==> src/rtl/core/vqa_pkg.sv <==
// Shared types and constants for the vector-to-quadrant angle block.
// No dependencies; every other file refers to this package by scoped names.
package vqa_pkg;

  localparam int COORD_WIDTH = 16;
  localparam int ITERATIONS  = 16;

  // Datapath widths: magnitude shifted left by the guard bits, plus growth headroom.
  localparam int GUARD_GROW  = 3;
  localparam int XW          = COORD_WIDTH + ITERATIONS + GUARD_GROW;
  localparam int ZW          = 21;
  localparam int ANGLE_WIDTH = 15;
  localparam int TABLE_LEN   = 24;

  localparam logic signed [ZW-1:0]          HALF_PI_18 = 21'sd411775;
  localparam logic        [ANGLE_WIDTH-1:0] HALF_PI_14 = 15'd25736;

  // atan(2^-i) in radians, 18 fraction bits, rounded to nearest.
  localparam logic [ZW-1:0] ATAN_TAB [TABLE_LEN] = '{
    21'd205887, 21'd121542, 21'd64220, 21'd32599, 21'd16363, 21'd8189,
    21'd4096,   21'd2048,   21'd1024,  21'd512,   21'd256,   21'd128,
    21'd64,     21'd32,     21'd16,    21'd8,     21'd4,     21'd2,
    21'd1,      21'd0,      21'd0,     21'd0,     21'd0,     21'd0
  };

  typedef enum logic [1:0] {
    QUAD_NORTH = 2'd0,
    QUAD_EAST  = 2'd1,
    QUAD_SOUTH = 2'd2,
    QUAD_WEST  = 2'd3
  } quad_t;

  // Side information that rides along with each vector through the pipeline.
  typedef struct packed {
    quad_t quad;
    logic  zero_vec;
    logic  den_zero;
    logic  num_zero;
  } side_t;

endpackage

==> src/rtl/core/vqa_cordic_pipe.sv <==
// Unrolled CORDIC vectoring pipeline, one register stage per iteration.
// Depends on vqa_pkg for widths, the arctangent table and the side-info struct.
module vqa_cordic_pipe (
  input  logic                            clk,
  input  logic                            rst_n,
  input  logic                            in_valid,
  input  vqa_pkg::side_t                  in_side,
  input  logic signed [vqa_pkg::XW-1:0]   in_x,
  input  logic signed [vqa_pkg::XW-1:0]   in_y,
  output logic                            out_valid,
  output vqa_pkg::side_t                  out_side,
  output logic signed [vqa_pkg::ZW-1:0]   out_z
);

  localparam int N = vqa_pkg::ITERATIONS;

  logic                          valid_r [N];
  vqa_pkg::side_t                side_r  [N];
  logic signed [vqa_pkg::XW-1:0] x_r     [N];
  logic signed [vqa_pkg::XW-1:0] y_r     [N];
  logic signed [vqa_pkg::ZW-1:0] z_r     [N];

  logic signed [vqa_pkg::XW-1:0] x_nxt   [N];
  logic signed [vqa_pkg::XW-1:0] y_nxt   [N];
  logic signed [vqa_pkg::ZW-1:0] z_nxt   [N];

  genvar i;
  generate
    for (i = 0; i < N; i++) begin : g_iter
      logic                          v_in;
      vqa_pkg::side_t                s_in;
      logic signed [vqa_pkg::XW-1:0] x_in;
      logic signed [vqa_pkg::XW-1:0] y_in;
      logic signed [vqa_pkg::ZW-1:0] z_in;
      logic signed [vqa_pkg::XW-1:0] dx;
      logic signed [vqa_pkg::XW-1:0] dy;
      logic signed [vqa_pkg::ZW-1:0] step;

      if (i == 0) begin : g_first
        assign v_in = in_valid;
        assign s_in = in_side;
        assign x_in = in_x;
        assign y_in = in_y;
        assign z_in = '0;
      end else begin : g_rest
        assign v_in = valid_r[i-1];
        assign s_in = side_r[i-1];
        assign x_in = x_r[i-1];
        assign y_in = y_r[i-1];
        assign z_in = z_r[i-1];
      end

      // Floor shifts; rotate toward y = 0.
      assign dx   = y_in >>> i;
      assign dy   = x_in >>> i;
      assign step = $signed(vqa_pkg::ATAN_TAB[i]);

      assign x_nxt[i] = y_in[vqa_pkg::XW-1] ? (x_in - dx) : (x_in + dx);
      assign y_nxt[i] = y_in[vqa_pkg::XW-1] ? (y_in + dy) : (y_in - dy);
      assign z_nxt[i] = y_in[vqa_pkg::XW-1] ? (z_in - step) : (z_in + step);

      always_ff @(posedge clk) begin
        if (!rst_n) begin
          valid_r[i] <= 1'b0;
        end else begin
          valid_r[i] <= v_in;
        end
      end

      always_ff @(posedge clk) begin
        side_r[i] <= s_in;
        x_r[i]    <= x_nxt[i];
        y_r[i]    <= y_nxt[i];
        z_r[i]    <= z_nxt[i];
      end
    end
  endgenerate

  assign out_valid = valid_r[N-1];
  assign out_side  = side_r[N-1];
  assign out_z     = z_r[N-1];

endmodule

==> src/rtl/core/vector_to_quadrant_angle.sv <==
// Compass quadrant and in-quadrant angle of a signed 2D vector (CORDIC vectoring).
// Depends on vqa_pkg and vqa_cordic_pipe.
// Pipeline from the start transfer to the out_valid strobe: input register, prep
// stage, one stage per CORDIC iteration, output stage. Throughput: one vector per
// cycle; busy is always low.
// Reset (synchronous, rst_n low) clears all valid bits; no result is in flight after it.
module vector_to_quadrant_angle (
  input  logic                                clk,
  input  logic                                rst_n,
  input  logic                                start,
  output logic                                busy,
  input  logic signed [vqa_pkg::COORD_WIDTH-1:0] in_vec_x,
  input  logic signed [vqa_pkg::COORD_WIDTH-1:0] in_vec_y,
  output logic                                out_valid,
  output logic        [1:0]                   out_quadrant,
  output logic        [vqa_pkg::ANGLE_WIDTH-1:0] out_angle,
  output logic                                out_zero_vector
);

  localparam int CW  = vqa_pkg::COORD_WIDTH;
  localparam int XW  = vqa_pkg::XW;
  localparam int ZW  = vqa_pkg::ZW;
  localparam int AW  = vqa_pkg::ANGLE_WIDTH;
  localparam int PAD = XW - CW - vqa_pkg::ITERATIONS;
  localparam int CZW = ZW - 1;

  // The pipeline advances every cycle and the receiver cannot stall,
  // so there is never a reason to hold off a transfer.
  assign busy = 1'b0;

  // ---------------------------------------------------------------
  // Stage A: capture the input transfer.
  // ---------------------------------------------------------------
  logic                 a_valid_r;
  logic signed [CW-1:0] a_x_r;
  logic signed [CW-1:0] a_y_r;

  always_ff @(posedge clk) begin
    if (!rst_n) begin
      a_valid_r <= 1'b0;
    end else begin
      a_valid_r <= start & ~busy;
    end
  end

  always_ff @(posedge clk) begin
    a_x_r <= in_vec_x;
    a_y_r <= in_vec_y;
  end

  // ---------------------------------------------------------------
  // Stage B: quadrant from the signs, magnitudes, dividend/divisor pick.
  // ---------------------------------------------------------------
  logic            x_pos;
  logic            y_pos;
  logic [CW-1:0]   ax;
  logic [CW-1:0]   ay;
  logic [CW-1:0]   num;
  logic [CW-1:0]   den;
  vqa_pkg::side_t  side_nxt;

  always_comb begin
    x_pos = ~a_x_r[CW-1] & (|a_x_r);
    y_pos = ~a_y_r[CW-1] & (|a_y_r);
    // Negating the most negative value wraps to 2^(CW-1), which is the right magnitude.
    ax = a_x_r[CW-1] ? (~a_x_r + CW'(1)) : a_x_r;
    ay = a_y_r[CW-1] ? (~a_y_r + CW'(1)) : a_y_r;

    if (x_pos) begin
      side_nxt.quad = y_pos ? vqa_pkg::QUAD_EAST : vqa_pkg::QUAD_NORTH;
    end else begin
      side_nxt.quad = y_pos ? vqa_pkg::QUAD_SOUTH : vqa_pkg::QUAD_WEST;
    end

    // North and south divide |x| by |y|; east and west divide |y| by |x|.
    if (side_nxt.quad == vqa_pkg::QUAD_NORTH || side_nxt.quad == vqa_pkg::QUAD_SOUTH) begin
      num = ax;
      den = ay;
    end else begin
      num = ay;
      den = ax;
    end

    side_nxt.num_zero = ~(|num);
    side_nxt.den_zero = ~(|den);
    side_nxt.zero_vec = side_nxt.num_zero & side_nxt.den_zero;
  end

  logic                 b_valid_r;
  vqa_pkg::side_t       b_side_r;
  logic signed [XW-1:0] b_x_r;
  logic signed [XW-1:0] b_y_r;

  always_ff @(posedge clk) begin
    if (!rst_n) begin
      b_valid_r <= 1'b0;
    end else begin
      b_valid_r <= a_valid_r;
    end
  end

  // Start the rotation at (den, num), each shifted up by the guard bits.
  always_ff @(posedge clk) begin
    b_side_r <= side_nxt;
    b_x_r    <= $signed({{PAD{1'b0}}, den, {vqa_pkg::ITERATIONS{1'b0}}});
    b_y_r    <= $signed({{PAD{1'b0}}, num, {vqa_pkg::ITERATIONS{1'b0}}});
  end

  // ---------------------------------------------------------------
  // CORDIC iterations, one register stage each.
  // ---------------------------------------------------------------
  logic                 c_valid;
  vqa_pkg::side_t       c_side;
  logic signed [ZW-1:0] c_z;

  vqa_cordic_pipe u_cordic (
    .clk       (clk),
    .rst_n     (rst_n),
    .in_valid  (b_valid_r),
    .in_side   (b_side_r),
    .in_x      (b_x_r),
    .in_y      (b_y_r),
    .out_valid (c_valid),
    .out_side  (c_side),
    .out_z     (c_z)
  );

  // ---------------------------------------------------------------
  // Output stage: clamp to 0 .. pi/2, round to 14 fraction bits,
  // then apply the zero-divisor / zero-dividend overrides.
  // ---------------------------------------------------------------
  logic [CZW-1:0] z_clamp;
  logic [CZW-1:0] z_round;
  logic [AW-1:0]  ang_round;
  logic [AW-1:0]  angle_nxt;

  always_comb begin
    if (c_z[ZW-1]) begin
      z_clamp = '0;
    end else if (c_z > vqa_pkg::HALF_PI_18) begin
      z_clamp = vqa_pkg::HALF_PI_18[CZW-1:0];
    end else begin
      z_clamp = c_z[CZW-1:0];
    end

    z_round = z_clamp + CZW'(8);

    if (z_round[CZW-1:4] > (CZW-4)'(vqa_pkg::HALF_PI_14)) begin
      ang_round = vqa_pkg::HALF_PI_14;
    end else begin
      ang_round = z_round[AW+3:4];
    end

    if (c_side.zero_vec) begin
      angle_nxt = '0;
    end else if (c_side.den_zero) begin
      angle_nxt = vqa_pkg::HALF_PI_14;
    end else if (c_side.num_zero) begin
      angle_nxt = '0;
    end else begin
      angle_nxt = ang_round;
    end
  end

  logic          out_valid_r;
  logic [1:0]    out_quadrant_r;
  logic [AW-1:0] out_angle_r;
  logic          out_zero_vector_r;

  always_ff @(posedge clk) begin
    if (!rst_n) begin
      out_valid_r <= 1'b0;
    end else begin
      out_valid_r <= c_valid;
    end
  end

  always_ff @(posedge clk) begin
    out_quadrant_r    <= c_side.quad;
    out_angle_r       <= angle_nxt;
    out_zero_vector_r <= c_side.zero_vec;
  end

  assign out_valid       = out_valid_r;
  assign out_quadrant    = out_quadrant_r;
  assign out_angle       = out_angle_r;
  assign out_zero_vector = out_zero_vector_r;

endmodule

==> config.mk <==
export PLATFORM = sky130hd
export DESIGN_NAME = vector_to_quadrant_angle
export DESIGN_NICKNAME = d
export VERILOG_FILES = /design/src/rtl/core/vqa_pkg.sv /design/src/rtl/core/vqa_cordic_pipe.sv /design/src/rtl/core/vector_to_quadrant_angle.sv
export SDC_FILE = /design/constraint.sdc
export NUM_CORES = 2
export LEC_CHECK = 0
export BUFFER_PORTS_ARGS = -buffer_cell sky130_fd_sc_hd__buf_2
export CAP_MARGIN = 10
export CORE_MARGIN = 1.5
export CORE_UTILIZATION = 60
export DETAILED_ROUTE_END_ITERATION = 8
export PLACE_DENSITY = 0.82
export SLEW_MARGIN = 20
export SYNTH_ARGS = -nofsm -noshare
export SYNTH_HDL_FRONTEND = slang
export SYNTH_HIERARCHICAL = 1
export SYNTH_SLANG_ARGS = --single-unit
==> constraint.sdc <==
create_clock -name clk -period 9.8 [get_ports clk]
set_input_delay 0.49 -clock clk [delete_from_list [all_inputs] [get_ports clk]]
set_output_delay 0.49 -clock clk [all_outputs]
set_load 0.005 [all_outputs]
==> flow_metrics.env <==
export IMPL_status="finished clean"
export IMPL_grt_ovfl_total=0
export IMPL_core_area_um2=170000
export IMPL_grt_pass1_vias=86200
export IMPL_min_path_type="in2reg"
export IMPL_worst_setup_path_start_kind="flip-flop"
export IMPL_setup_worst_path_start="u_cordic/x_r[0][40]$_DFF_P_"
export IMPL_grt_max_degree=89
export IMPL_cp_slowest_cell="a2111oi_0"
export IMPL_vias=89900
export IMPL_rr_worst_depth=19
export IMPL_setup_violations=0
export IMPL_synth_area_per_cell_um2=8.39
export IMPL_die_w_um=417
export IMPL_area_growth_synth_to_final_pct=8.48
export IMPL_rsz0062_at_grt="false"
export IMPL_cts_sinks=1432
export IMPL_worst_r2r_endpoint="u_cordic/y_r[0][104]$_DFF_P_"
export IMPL_rows=151
export IMPL_max_stage_delay_ns=0.94
export IMPL_cts_resized=0
export IMPL_final_layout_size_suffix_gt1_share_pct=3.93
export IMPL_netlist_instances=12300
export IMPL_reg2reg_from="u_cordic/x_r[0][40]$_DFF_P_"
export IMPL_crit_path_end_kind="flip-flop"
export IMPL_ant_nets=0
export IMPL_antenna_found_initial=10
export IMPL_root_buffer="clkbuf_16"
export IMPL_nets=13800
export IMPL_pin_count=55
export IMPL_drc=0
export IMPL_clock_latency_ns=0.82
export IMPL_yosysWarnings=6
export IMPL_max_slew_margin_rel_pct=25.0
export IMPL_worst_pin_slew_ns=1.10
export IMPL_drtIter0Drc=7127
export IMPL_hold_buffers=33
export IMPL_drt_first_pass_iters=9
export IMPL_io_buffers=53
export IMPL_cts_tree="yes"
export IMPL_worstPathRequired_ns=10.53
export IMPL_skew_ns=0.0313
export IMPL_dieArea_um2=174000
export IMPL_crit_chain="nor3_1 -> nand2b_1 -> nor4_1 -> and3b_1 -> and2_1 -> a21oi_1 -> xor2_1 -> ha_1 -> nand2_1 -> nor2_1 -> o2111ai_1 -> a2111oi_0 -> o211ai_1 -> a21oi_1 -> o41a_1 -> a21bo_2 -> nand3_1 -> a21oi_1 -> xor2_1"
export IMPL_rrSetupSlack_ns=4.36
export IMPL_syn_area_um2=103000
export IMPL_slew_violations=0
export IMPL_fin_setup_tns_ns=0
export IMPL_cp_data_arrival_time_ns=6.17
export IMPL_post_cts_setup_buffers=0
export IMPL_htree_levels=4
export IMPL_cp_common_cell="a21oi_1"
export IMPL_hpwlAfterDp_um=216000
export IMPL_worstHoldStart="rst_n"
export IMPL_drt_vias_per_instance=6.07
export IMPL_grt_first_pass_wirelength_um=438000
export IMPL_gp_congestion=0.960
export IMPL_maxCapViolCount=0
export IMPL_die_height_um=417
export IMPL_track_usage_pct=30.3
export IMPL_clk_pin_slew_worst_paths_ns=0.07
export IMPL_cp_max_fo=6
export IMPL_numCtsBuffers=155
export IMPL_initial_core_util_pct=60.6
export IMPL_hold_viol_final=0
export IMPL_hold_path_depth=2
export IMPL_max_freq_mhz=184
export IMPL_clockBufferDepth=3
export IMPL_min_period_over_period_pct=55.5
export IMPL_wl_um=274000
export IMPL_critPathKind="reg2reg"
export IMPL_period_needed_ns=5.44
export IMPL_wire_per_inst_um=18.5
export IMPL_whs_endpoint="u_cordic/valid_r[0][1]$_DFF_P_"
[layout by cell type (no fill, tap or decap), drive strengths merged, types with 31 or more instances in the layout]
| cell | count |
|---|---|
| buf | 73 |
| nor3b | 31 |
| and2 | 111 |
| clkinv | 38 |
| or2 | 32 |
| fa | 43 |
| inv | 637 |
| o21bai | 155 |
| a21boi | 51 |
| o41ai | 61 |
| and3 | 119 |
| o211ai | 48 |
| nand3 | 186 |
| dfxtp | 1432 |
| nand2 | 620 |
| nand4 | 74 |
| a211o | 36 |
| o21ai | 614 |
| a21o | 520 |
| o31ai | 45 |
| nand2b | 178 |
| a211oi | 103 |
| o31a | 31 |
| nor3 | 325 |
| conb | 115 |
| ha | 1259 |
| mux2i | 62 |
| o21a | 178 |
| nor2b | 178 |
| dlygate4sd3 | 33 |
| or3 | 51 |
| clkbuf | 201 |
| or4 | 34 |
| a31oi | 152 |
| nor2 | 1202 |
| a21oi | 1292 |
| nor4 | 127 |
| xor2 | 614 |
| xnor2 | 1130 |
[layer usage]
metal	vias to the layer above	share of wire (%)	global-route usage (%)
li1	44000	-	-
met1	42400	43	38.7
met2	2932	47	51.8
met3	581	6.7	4.76
met4	6	3.2	10.4
met5	-	0.014	0
[cell type report]
type                    instances  area [µm²]
clock buffers                 201        4360
inverters                     627        2350
diodes                          1        2.50
fillers                     14100       58300
flip-flops and latches       1432       28700
clock inverters                86        1190
multi-input cells           10100       71700
well taps                    2218        2780
repair buffers                106         746
[critical path, delay by kind of cell, from the launching register on]
family / cells / cell delay, ns
AO/OA/AOI/OAI: 8 / 2.37
AND/OR/NAND/NOR: 8 / 1.92
flip-flops: 1 / 0.35
XOR/XNOR: 2 / 0.35
adder cells (fa/ha/maj): 1 / 0.35
[state kept, by name (all words and copies together), names as in the netlist, 2 cells and up]
| name | count |
|---|---|
| u_cordic/y_r | 490 |
| b_x_r | 16 |
| a_y_r | 16 |
| b_side_r | 5 |
| b_y_r | 16 |
| u_cordic/valid_r | 16 |
| u_cordic/side_r | 80 |
| u_cordic/x_r | 476 |
| a_x_r | 16 |
| out_quadrant | 2 |
| u_cordic/z_r | 280 |
| out_angle | 15 |
[worst max-delay path by stage]
stage / to / slack [ns] / cells past startpoint
2_1_floorplan: u_cordic/x_r[1][208]$_DFF_P_ / 5.46 / 17
3_3_place_gp: u_cordic/y_r[0][104]$_DFF_P_ / 4.71 / 20
3_5_place_dp: u_cordic/y_r[0][104]$_DFF_P_ / 4.59 / 19
4_1_cts: u_cordic/y_r[0][104]$_DFF_P_ / 4.55 / 19
5_1_grt: u_cordic/y_r[0][69]$_DFF_P_ / 4.07 / 21
6_report: u_cordic/y_r[0][104]$_DFF_P_ / 4.36 / 19
[per-stage QoR]
step | hold slack [ns] | setup slack [ns] | cell area (µm²) | cells | util [%]
5_1_grt | 0.0625 | 4.07 | 112000 | 14800 | 65.7
2_1_floorplan | 0.310 | 5.46 | 103000 | 12400 | -
3_3_place_gp | 0.310 | 4.71 | 106000 | 14500 | 62.3
3_5_place_dp | 0.312 | 4.59 | 106000 | 14500 | 62.3
6_report | 0.0650 | 4.36 | 112000 | 14800 | 65.7
4_1_cts | 0.0191 | 4.55 | 112000 | 14800 | 65.7
Power is left out: the tool's default activity adds up to more than one toggle a clock period on the data nets, which glitch-free logic cannot reach.
